<file path="src/assert_macros.svh">
// Assertion macros used by the allocator RTL
`ifndef ASSERT_MACROS_SVH
`define ASSERT_MACROS_SVH
`ifndef SYNTHESIS
`define STW_ASSERT(label, clk, rstn, prop, msg) \
    label: assert property (@(posedge clk) disable iff (!rstn) prop) else $error(msg);
`define STW_ASSERT_ALWAYS(label, clk, prop, msg) \
    label: assert property (@(posedge clk) prop) else $error(msg);
`else
`define STW_ASSERT(label, clk, rstn, prop, msg)
`define STW_ASSERT_ALWAYS(label, clk, prop, msg)
`endif
`endif

</file>
<file path="src/stwa_pkg.sv">
// Types and constants of the spectrum/time window allocator
`timescale 1ns / 1ps
`default_nettype none
package stwa_pkg;
    localparam int TW   = 7;   // time counters, up to 64
    localparam int RUNW = 7;   // spectrum run length, up to 64

    localparam logic [2:0] REG_ARRIVAL  = 3'd0;
    localparam logic [2:0] REG_DEADLINE = 3'd1;
    localparam logic [2:0] REG_CAPACITY = 3'd2;
    localparam logic [2:0] REG_GUARD    = 3'd3;
    localparam logic [2:0] REG_POLICY   = 3'd4;

    typedef struct packed {
        logic [5:0]  time_index;
        logic [63:0] link_mask;
        logic        last_of_path;
        logic        last_of_request;
    } t_in_item;

    typedef struct packed {
        logic       found;
        logic [2:0] sel_path;
        logic [5:0] win_start;
        logic [5:0] win_end;
        logic [5:0] first_slot;
        logic [5:0] last_slot;
    } t_res_item;

    typedef struct packed {
        logic clr;
        logic step;
    } t_fit_ctl;

    typedef struct packed {
        logic            hit;
        logic            last;
        logic [RUNW-1:0] need;
        logic [5:0]      first;
    } t_fit_sts;
endpackage
`default_nettype wire

</file>
<file path="src/spectrum_time_window_allocator_unit.sv">
// Top level of the spectrum/time window allocator
//
//  channel | signals                                   | handshake
//  --------+-------------------------------------------+------------------------------
//  item in | i_item (t_in_item)                        | start & !busy
//  result  | o_res (t_res_item)                        | o_res_vld, one cycle, no stall
//  config  | psel penable pwrite paddr pwdata prdata   | APB write, pready tied high
//
// A mask item passes through accept, store read and store write.
// An item that ends a path adds the window search: an init step per end e; for
// each start s a store read, an AND step and up to SPECTRUM_SLOTS bits in the fit
// scanner; key, update and finish steps to score the path; a refill of TIME_SLOTS rows.
// The fit scanner (one run counter, one small multiply-compare) sets the rate.
// Reset: synchronous, active low; after it the store is swept to all ones, row by
// row with busy high (config writes are still taken).
// The result receiver cannot stall; o_res_vld is high for exactly one cycle.
`timescale 1ns / 1ps
`default_nettype none
`include "assert_macros.svh"
module spectrum_time_window_allocator_unit import stwa_pkg::*; #(
    parameter int SPECTRUM_SLOTS = 64,
    parameter int TIME_SLOTS     = 64,
    parameter int MAX_PATHS      = 8
) (
    input  wire logic        i_clk,
    input  wire logic        i_rst_n,
    input  wire logic        start,
    output logic             busy,
    input  wire t_in_item    i_item,
    output logic             o_res_vld,
    output t_res_item        o_res,
    input  wire logic        psel,
    input  wire logic        penable,
    input  wire logic        pwrite,
    input  wire logic [4:0]  paddr,
    input  wire logic [31:0] pwdata,
    output logic [31:0]      prdata,
    output logic             pready
);
    localparam int AW  = $clog2(TIME_SLOTS);
    localparam int PCW = $clog2(MAX_PATHS + 1);

    typedef enum logic [10:0] {
        S_CLR   = 11'b00000000001,
        S_IDLE  = 11'b00000000010,
        S_LDRD  = 11'b00000000100,
        S_LDWR  = 11'b00000001000,
        S_EINIT = 11'b00000010000,
        S_SRD   = 11'b00000100000,
        S_SAND  = 11'b00001000000,
        S_SCAN  = 11'b00010000000,
        S_KEY   = 11'b00100000000,
        S_UPD   = 11'b01000000000,
        S_FIN   = 11'b10000000000
    } t_state;

    t_state r_state;

    // config registers
    logic [5:0]  r_arrival;
    logic [6:0]  r_deadline;
    logic [11:0] r_capacity;
    logic [5:0]  r_guard;
    logic        r_policy;

    // latched item and search state
    t_in_item                r_item;
    logic [AW-1:0]           r_clr;
    logic [TW-1:0]           r_e, r_s;
    logic [SPECTRUM_SLOTS-1:0] r_acc;
    logic                    r_hit;
    logic [TW-1:0]           r_bs, r_be;
    logic [5:0]              r_bf;
    logic [RUNW-1:0]         r_bn;
    logic [12:0]             r_key;

    // per-request best
    logic [PCW-1:0]          r_pcnt;
    logic                    r_have;
    logic [12:0]             r_best_key;
    logic [2:0]              r_best_path;
    logic [5:0]              r_best_s, r_best_e, r_best_f, r_best_l;

    // store and fit unit wiring
    logic                      st_we;
    logic [AW-1:0]             st_waddr, st_raddr;
    logic [SPECTRUM_SLOTS-1:0] st_wdata, st_rdata;
    t_fit_ctl                  fit_ctl;
    t_fit_sts                  fit_sts;
    logic [TW-1:0]             len;
    logic [TW-1:0]             dl;
    logic                      t_ok, end_path;
    logic [TW-1:0]             len_b;
    logic [14:0]               area;
    logic                      cfg_wr;

    assign busy   = (r_state != S_IDLE);
    assign pready = 1'b1;
    assign cfg_wr = psel && penable && pwrite;

    assign dl       = (32'(r_deadline) > TIME_SLOTS) ? TW'(TIME_SLOTS) : r_deadline;
    assign t_ok     = (32'(r_item.time_index) < TIME_SLOTS);
    assign end_path = r_item.last_of_path || r_item.last_of_request;
    assign len      = r_e - r_s;
    assign len_b    = r_be - r_bs;
    assign area     = len_b * (8'(r_bn) + 8'(r_guard));

    always_comb begin
        st_we    = 1'b0;
        st_waddr = r_clr;
        st_wdata = '1;
        st_raddr = '0;
        fit_ctl  = '0;
        case (r_state)
            S_CLR: begin
                st_we = 1'b1;
            end
            S_LDRD: begin
                st_raddr = AW'(r_item.time_index);
            end
            S_LDWR: begin
                st_we    = t_ok;
                st_waddr = AW'(r_item.time_index);
                st_wdata = st_rdata & r_item.link_mask[SPECTRUM_SLOTS-1:0];
            end
            S_SRD: begin
                st_raddr = AW'(r_s - TW'(1));
            end
            S_SAND: begin
                fit_ctl.clr = 1'b1;
            end
            S_SCAN: begin
                fit_ctl.step = 1'b1;
            end
            default: begin
            end
        endcase
    end

    stwa_store #(
        .DEPTH (TIME_SLOTS),
        .WIDTH (SPECTRUM_SLOTS)
    ) u_store (
        .i_clk   (i_clk),
        .i_we    (st_we),
        .i_waddr (st_waddr),
        .i_wdata (st_wdata),
        .i_raddr (st_raddr),
        .o_rdata (st_rdata)
    );

    stwa_fit #(
        .SPECTRUM_SLOTS (SPECTRUM_SLOTS)
    ) u_fit (
        .i_clk   (i_clk),
        .i_rst_n (i_rst_n),
        .i_ctl   (fit_ctl),
        .i_acc   (r_acc),
        .i_len   (len),
        .i_cap   (r_capacity),
        .o_sts   (fit_sts)
    );

    // configuration port
    always_ff @(posedge i_clk) begin
        if (!i_rst_n) begin
            r_arrival  <= '0;
            r_deadline <= '0;
            r_capacity <= 12'd1;
            r_guard    <= '0;
            r_policy   <= 1'b0;
        end else if (cfg_wr) begin
            case (paddr[4:2])
                REG_ARRIVAL:  r_arrival  <= pwdata[5:0];
                REG_DEADLINE: r_deadline <= pwdata[6:0];
                REG_CAPACITY: r_capacity <= pwdata[11:0];
                REG_GUARD:    r_guard    <= pwdata[5:0];
                REG_POLICY:   r_policy   <= pwdata[0];
                default: begin
                end
            endcase
        end
    end

    always_comb begin
        case (paddr[4:2])
            REG_ARRIVAL:  prdata = 32'(r_arrival);
            REG_DEADLINE: prdata = 32'(r_deadline);
            REG_CAPACITY: prdata = 32'(r_capacity);
            REG_GUARD:    prdata = 32'(r_guard);
            REG_POLICY:   prdata = 32'(r_policy);
            default:      prdata = '0;
        endcase
    end

    // payload registers
    always_ff @(posedge i_clk) begin
        if (start && !busy) begin
            r_item <= i_item;
        end
        case (r_state)
            S_EINIT: begin
                r_acc <= '1;
                r_s   <= r_e;
            end
            S_SRD: begin
                if (r_s != TW'(r_arrival)) begin
                    r_s <= r_s - TW'(1);
                end
            end
            S_SAND: begin
                r_acc <= r_acc & st_rdata;
            end
            S_SCAN: begin
                // keep overwriting: the last hit is the smallest start
                if (fit_sts.hit) begin
                    r_bs <= r_s;
                    r_be <= r_e;
                    r_bf <= fit_sts.first;
                    r_bn <= fit_sts.need;
                end
            end
            S_KEY: begin
                r_key <= r_policy ? area[12:0] : 13'(r_be);
            end
            default: begin
            end
        endcase
    end

    // sequencer
    always_ff @(posedge i_clk) begin
        if (!i_rst_n) begin
            r_state     <= S_CLR;
            r_clr       <= '0;
            r_e         <= '0;
            r_hit       <= 1'b0;
            r_pcnt      <= '0;
            r_have      <= 1'b0;
            r_best_key  <= '0;
            r_best_path <= '0;
            r_best_s    <= '0;
            r_best_e    <= '0;
            r_best_f    <= '0;
            r_best_l    <= '0;
            o_res_vld   <= 1'b0;
            o_res       <= '0;
        end else begin
            o_res_vld <= 1'b0;
            case (r_state)
                S_CLR: begin
                    r_clr <= r_clr + AW'(1);
                    if (r_clr == AW'(TIME_SLOTS - 1)) begin
                        r_state <= S_IDLE;
                    end
                end
                S_IDLE: begin
                    if (start) begin
                        r_state <= S_LDRD;
                    end
                end
                S_LDRD: begin
                    r_state <= S_LDWR;
                end
                S_LDWR: begin
                    if (!end_path) begin
                        r_state <= S_IDLE;
                    end else if (32'(r_pcnt) < MAX_PATHS) begin
                        r_e     <= TW'(r_arrival) + TW'(1);
                        r_state <= S_EINIT;
                    end else begin
                        r_state <= S_FIN;
                    end
                end
                S_EINIT: begin
                    r_hit <= 1'b0;
                    if (r_e >= dl) begin
                        r_state <= S_FIN;   // no window on this path
                    end else begin
                        r_state <= S_SRD;
                    end
                end
                S_SRD: begin
                    if (r_s == TW'(r_arrival)) begin
                        if (r_hit) begin
                            r_state <= S_KEY;
                        end else begin
                            r_e     <= r_e + TW'(1);
                            r_state <= S_EINIT;
                        end
                    end else begin
                        r_state <= S_SAND;
                    end
                end
                S_SAND: begin
                    r_state <= S_SCAN;
                end
                S_SCAN: begin
                    if (fit_sts.hit) begin
                        r_hit   <= 1'b1;
                        r_state <= S_SRD;
                    end else if (fit_sts.last) begin
                        r_state <= S_SRD;
                    end
                end
                S_KEY: begin
                    r_state <= S_UPD;
                end
                S_UPD: begin
                    if (!r_have || r_key < r_best_key) begin
                        r_have      <= 1'b1;
                        r_best_key  <= r_key;
                        r_best_path <= 3'(r_pcnt);
                        r_best_s    <= r_bs[5:0];
                        r_best_e    <= 6'(r_be - TW'(1));
                        r_best_f    <= r_bf;
                        r_best_l    <= 6'(7'(r_bf) + r_bn - 7'd1);
                    end
                    r_state <= S_FIN;
                end
                S_FIN: begin
                    if (r_item.last_of_request) begin
                        o_res_vld <= 1'b1;
                        if (r_have) begin
                            o_res.found      <= 1'b1;
                            o_res.sel_path   <= r_best_path;
                            o_res.win_start  <= r_best_s;
                            o_res.win_end    <= r_best_e;
                            o_res.first_slot <= r_best_f;
                            o_res.last_slot  <= r_best_l;
                        end else begin
                            o_res <= '0;
                        end
                        r_pcnt      <= '0;
                        r_have      <= 1'b0;
                        r_best_key  <= '0;
                        r_best_path <= '0;
                        r_best_s    <= '0;
                        r_best_e    <= '0;
                        r_best_f    <= '0;
                        r_best_l    <= '0;
                    end else if (32'(r_pcnt) < MAX_PATHS) begin
                        r_pcnt <= r_pcnt + PCW'(1);
                    end
                    // refill the store after every path
                    r_clr   <= '0;
                    r_state <= S_CLR;
                end
                default: begin
                    r_state <= S_CLR;
                    r_clr   <= '0;
                end
            endcase
        end
    end

    `STW_ASSERT(a_res_one_cycle, i_clk, i_rst_n, o_res_vld |=> !o_res_vld, "result strobe held")
    `STW_ASSERT(a_res_from_fin, i_clk, i_rst_n, o_res_vld |-> $past(r_state == S_FIN), "stray result")
    `STW_ASSERT(a_accept_busy, i_clk, i_rst_n, (start && !busy) |=> busy, "busy not raised")
    `STW_ASSERT(a_scan_window, i_clk, i_rst_n, (r_state == S_SCAN) |-> (r_e > r_s), "empty window scanned")
endmodule
`default_nettype wire

</file>
<file path="src/stwa_store.sv">
// Time mask store: one write port, one registered read port
`timescale 1ns / 1ps
`default_nettype none
module stwa_store #(
    parameter int DEPTH = 64,
    parameter int WIDTH = 64
) (
    input  wire logic                     i_clk,
    input  wire logic                     i_we,
    input  wire logic [$clog2(DEPTH)-1:0] i_waddr,
    input  wire logic [WIDTH-1:0]         i_wdata,
    input  wire logic [$clog2(DEPTH)-1:0] i_raddr,
    output logic      [WIDTH-1:0]         o_rdata
);
    logic [WIDTH-1:0] r_mem [DEPTH];

    always_ff @(posedge i_clk) begin
        if (i_we) begin
            r_mem[i_waddr] <= i_wdata;
        end
    end

    always_ff @(posedge i_clk) begin
        o_rdata <= r_mem[i_raddr];
    end
endmodule
`default_nettype wire

</file>
<file path="src/stwa_fit.sv">
// Bit-serial first-fit scanner with run-length times window-length check
`timescale 1ns / 1ps
`default_nettype none
module stwa_fit import stwa_pkg::*; #(
    parameter int SPECTRUM_SLOTS = 64
) (
    input  wire logic                      i_clk,
    input  wire logic                      i_rst_n,
    input  wire t_fit_ctl                  i_ctl,
    input  wire logic [SPECTRUM_SLOTS-1:0] i_acc,
    input  wire logic [TW-1:0]             i_len,
    input  wire logic [11:0]               i_cap,
    output t_fit_sts                       o_sts
);
    localparam int IW = (SPECTRUM_SLOTS > 1) ? $clog2(SPECTRUM_SLOTS) : 1;

    logic [IW-1:0]        r_idx;
    logic [RUNW-1:0]      r_run;
    logic [RUNW-1:0]      run_new;
    logic                 bit_free;
    logic [11:0]          cap_eff;
    logic [RUNW+TW-1:0]   prod;
    logic [RUNW-1:0]      first_w;

    always_comb begin
        bit_free = i_acc[r_idx];
        run_new  = bit_free ? r_run + RUNW'(1) : '0;
        cap_eff  = (i_cap == 12'd0) ? 12'd1 : i_cap;
        // run * len >= cap  <=>  run >= ceil(cap / len)
        prod     = run_new * i_len;
        first_w  = RUNW'(r_idx) + RUNW'(1) - run_new;
        o_sts.hit   = i_ctl.step && bit_free && (prod >= (RUNW+TW)'(cap_eff));
        o_sts.last  = (r_idx == IW'(SPECTRUM_SLOTS - 1));
        o_sts.need  = run_new;
        o_sts.first = first_w[5:0];
    end

    always_ff @(posedge i_clk) begin
        if (!i_rst_n) begin
            r_idx <= '0;
            r_run <= '0;
        end else if (i_ctl.clr) begin
            r_idx <= '0;
            r_run <= '0;
        end else if (i_ctl.step) begin
            r_idx <= r_idx + IW'(1);
            r_run <= run_new;
        end
    end
endmodule
`default_nettype wire
</file>
<file path="config.mk">
export PLATFORM = sky130hd
export DESIGN_NAME = spectrum_time_window_allocator_unit
export DESIGN_NICKNAME = d
export VERILOG_FILES = /design/src/stwa_pkg.sv /design/src/spectrum_time_window_allocator_unit.sv /design/src/stwa_store.sv /design/src/stwa_fit.sv
export VERILOG_INCLUDE_DIRS = /design/src /design/src/src
export SDC_FILE = /design/constraint.sdc
export NUM_CORES = 2
export LEC_CHECK = 0
export BUFFER_PORTS_ARGS = -buffer_cell sky130_fd_sc_hd__buf_2
export CORE_ASPECT_RATIO = 1.4
export CORE_MARGIN = 5
export CORE_UTILIZATION = 50
export DETAILED_ROUTE_END_ITERATION = 12
export HOLD_SLACK_MARGIN = 0.08
export PLACE_DENSITY = 0.65
export SYNTH_ARGS = -nofsm -noshare
export SYNTH_HDL_FRONTEND = slang
export SYNTH_SLANG_ARGS = --single-unit
</file>
<file path="constraint.sdc">
create_clock -name i_clk -period 9.5 [get_ports i_clk]
set_clock_uncertainty 0.1 [all_clocks]
set_input_delay 0.95 -clock i_clk [delete_from_list [all_inputs] [get_ports i_clk]]
set_output_delay 0.95 -clock i_clk [all_outputs]
set_load 0.01 [all_outputs]
</file>
==> impl_metrics.tcl <==
set metrics [dict create \
    outcome "completed" \
    synthArstFlopShare_pct 0 \
    ir_drop_mv 0.154 \
    place_area_sq_um 182000 \
    htreeDepth 5 \
    seq_area_sq_um 133000 \
    hold_buffers 64 \
    crit_fanout 28 \
    reg2reg_to "r_hit$_SDFFE_PN0P_" \
    post-dp-hpwl_um 264000 \
    postCtsSetupBuffers 0 \
    mappedNetlistArea_sq_um 174000 \
    fmax_mhz 118 \
    overflow 0 \
    setup_tns_ns 0 \
    start_util_pct 50.2 \
    whs_path_depth 1 \
    synth_top_area_cell "edfxtp_1" \
    grt_pass1_wl_um 699000 \
    drt-wirelength-per-cell_um 36.1 \
    core_area_sq_um 347000 \
    critPathArrivalTime_ns 9.24 \
    rrSetupSlack_ns 1.05 \
    stdcell_area_sq_um 196000 \
    gp_congestion 0.826 \
    die_width_um 509 \
    multiInputGateArea_sq_um 39500 \
    synth_top_area_share_pct 73.7 \
    drt_iter0_drc 11900 \
    met3WireLength_um 50000 \
    relSlewSlack_pct 6.01 \
    synth_most_common_cell "edfxtp_1" \
    fp-row-count 256 \
    dieArea_sq_um 361000 \
    path_clk_slew_ns 0.07 \
    ys_ff_latch 4487 \
    syn2layout_area_growth_pct 12.4 \
    die_h_um 709 \
    wl_met2_um 250000 \
    tightest_slew_ns 1.41 \
    drc_errors 0 \
    clock-sinks 4487 \
    ys_top_cells_by_count "edfxtp_1 (4,279), mux4_2 (1,050), a22oi_1 (512)" \
    drtAntennaViolNets 0 \
    r2r-start "u_fit.r_idx[0]$_SDFFE_PP0P_" \
    grt_max_degree 114 \
    layout-drive-gt1-share_pct 23.8 \
    cp.required_ns 10.29 \
    cts_made_buffers 414 \
    drv_slew 0 \
    hold_class "primary input to register" \
    grt_util_all_layers_pct 27.5 \
    crit_type "register to register" \
    fin_crit_sh_pct 88.9 \
    crit_path_frequent_cell "fa_1" \
    synth_edf_count 4279 \
    first_pass_iters 6 \
    antenna_found_initial 17 \
    first_global_vias 91400 \
    vias 91000 \
    ios 178 \
    crit_path_end_kind "register" \
    clk_latency_ns 1.00 \
    maxCapViolations 0 \
    yosysSeqAreaShare_pct 76.1 \
    synth_cells 8417 \
    p_leak_uw 0.0725 \
    synthDistinctLibCells 68 \
    dr.max_layer_used "met5" \
    io_buffers 134 \
    finalSetupViolCount 0 \
    max_stage_delay_ns 0.65 \
    cp_slowest_cell "mux4_2" \
    startpoint "u_fit.r_idx[0]$_SDFFE_PP0P_" \
    netlist_top_cells_area "edfxtp_1 (74%), mux4_2 (14%), dfxtp_1 (2.4%), a22oi_1 (2.2%), a21oi_1 (0.95%)" \
    met1_length_um 178000 \
    ys.flop_type "edfxtp_1" \
    synth.avg_cell_area_sq_um 20.7 \
    endpoint "r_hit$_SDFFE_PN0P_" \
    vias_per_cell 6.56 \
    clockBufferDepth 4 \
    layout_min_cycle_time_ns 8.45 \
    cts.root.buffer_cell "clkbuf_16" \
    nNetsFinal 9183 \
    rsz0062_at_grt "no" \
    cp-start-kind "register" \
    cts_tree "built" \
    rr_worst_depth 26 \
    n_fill_cell 25600 \
    hold_violations 0 \
    cts_resized 0 \
    synth_warnings 0 \
    wl_um 501000 \
    power.density_nw_per_um2 199 \
]
==> critical path: cells and delay by family, from the launching register on <==
family | cells | cell delay, ns
simple gates | 5 | 1.29
flops | 1 | 0.60
buf+inv | 5 | 0.78
xor+xnor | 1 | 0.14
fa+ha+maj | 6 | 2.53
compound gates | 6 | 1.16
mux | 3 | 1.72
==> report_power, final <==
group / internal (uW) / leakage (uW) / switching [uW]
sequential: 21500 / 0.0506 / 24.5
clock: 9690 / 0.00675 / 7330
combinational: 132 / 0.0152 / 426
==> registers in the layout, indices dropped and copies added (netlist names), 11 cells and up <==
signal / flops
u_store.o_rdata: 64
r_capacity: 12
r_best_key: 13
o_res: 28
r_state: 11
r_acc: 64
r_item: 72
u_store.r_mem: 4096
r_key: 13
==> area by class of cell <==
class                      count  area share (%)
clock buffer                 505            5.65
multi-input combinational   3352            20.1
tap                         4644            2.96
clock inverter               259            1.38
inverter                     148           0.284
timing repair buffer         476            1.89
sequential                  4487            67.7
antenna                        9          0.0115
==> per-stage QoR <==
stage                     power (uW)  instances  hold slack (ns)  utilization [%]  setup slack, ns
after floorplan                22200       8436            0.324                -             1.52
after global placement         22400      13000            0.327             52.3            0.768
after detailed placement       22500      13000            0.350             52.3            0.878
after CTS                      39300      13900           0.0806             56.4            0.838
after global routing           40100      13900            0.107             56.4            0.512
final                          39100      13900            0.134             56.5             1.05
==> kinds of logic after synthesis <==
logic type      Yosys count  share of synthesized area (%)
xor+xnor                 79                          0.401
mux                    1085                           13.8
buf+inv                 597                           1.70
compound gates         1090                           4.21
flops                  4487                           76.1
fa+ha+maj               189                           1.60
other cells               2                        0.00431
simple gates            888                           2.26
==> worst min path at each step <==
| stage | endpoint | slack [ns] | from |
|---|---|---|---|
| final | r_item[12]$_DFFE_PP_ | 0.13 | i_item[12] |
| after global routing | r_item[44]$_DFFE_PP_ | 0.11 | i_item[44] |
| after CTS | r_item[12]$_DFFE_PP_ | 0.08 | i_item[12] |
| after detailed placement | o_res[27]$_SDFFE_PN0P_ | 0.35 | o_res[27]$_SDFFE_PN0P_ |
| after global placement | o_res[27]$_SDFFE_PN0P_ | 0.33 | o_res[27]$_SDFFE_PN0P_ |
| after floorplan | r_bs[2]$_DFFE_PP_ | 0.32 | r_s[2]$_DFFE_PP_ |
==> layer usage <==
| layer | GRT usage, % | vias to the layer above |
|---|---|---|
| met1 | 36.0 | 48900 |
| met3 | 5.06 | 1062 |
| li1 | - | 35700 |
| met4 | 10.8 | 6 |
| met5 | 0 | - |
| met2 | 46.2 | 5353 |
==> placed cells by master (no fill, tap or decap), drive strengths merged, types with 11 or more instances in the layout <==
cell type	count
a21o	94
nor2	260
or2	14
fa	57
a21oi	330
ha	132
nand3b	14
clkbuf	505
and3	15
nor2b	20
conb	21
dfxtp	208
and2	30
bufinv	51
edfxtp	4279
mux4	1050
mux2i	31
nand2b	18
nor4	11
xor2	29
nand4	14
xnor2	50
nor3	19
nand3	41
dlygate4sd3	64
o21ai	46
clkinv	182
inv	160
a22oi	512
a22o	56
nand2	404
clkinvlp	14
buf	412
(Power assumes the default switching activity.)
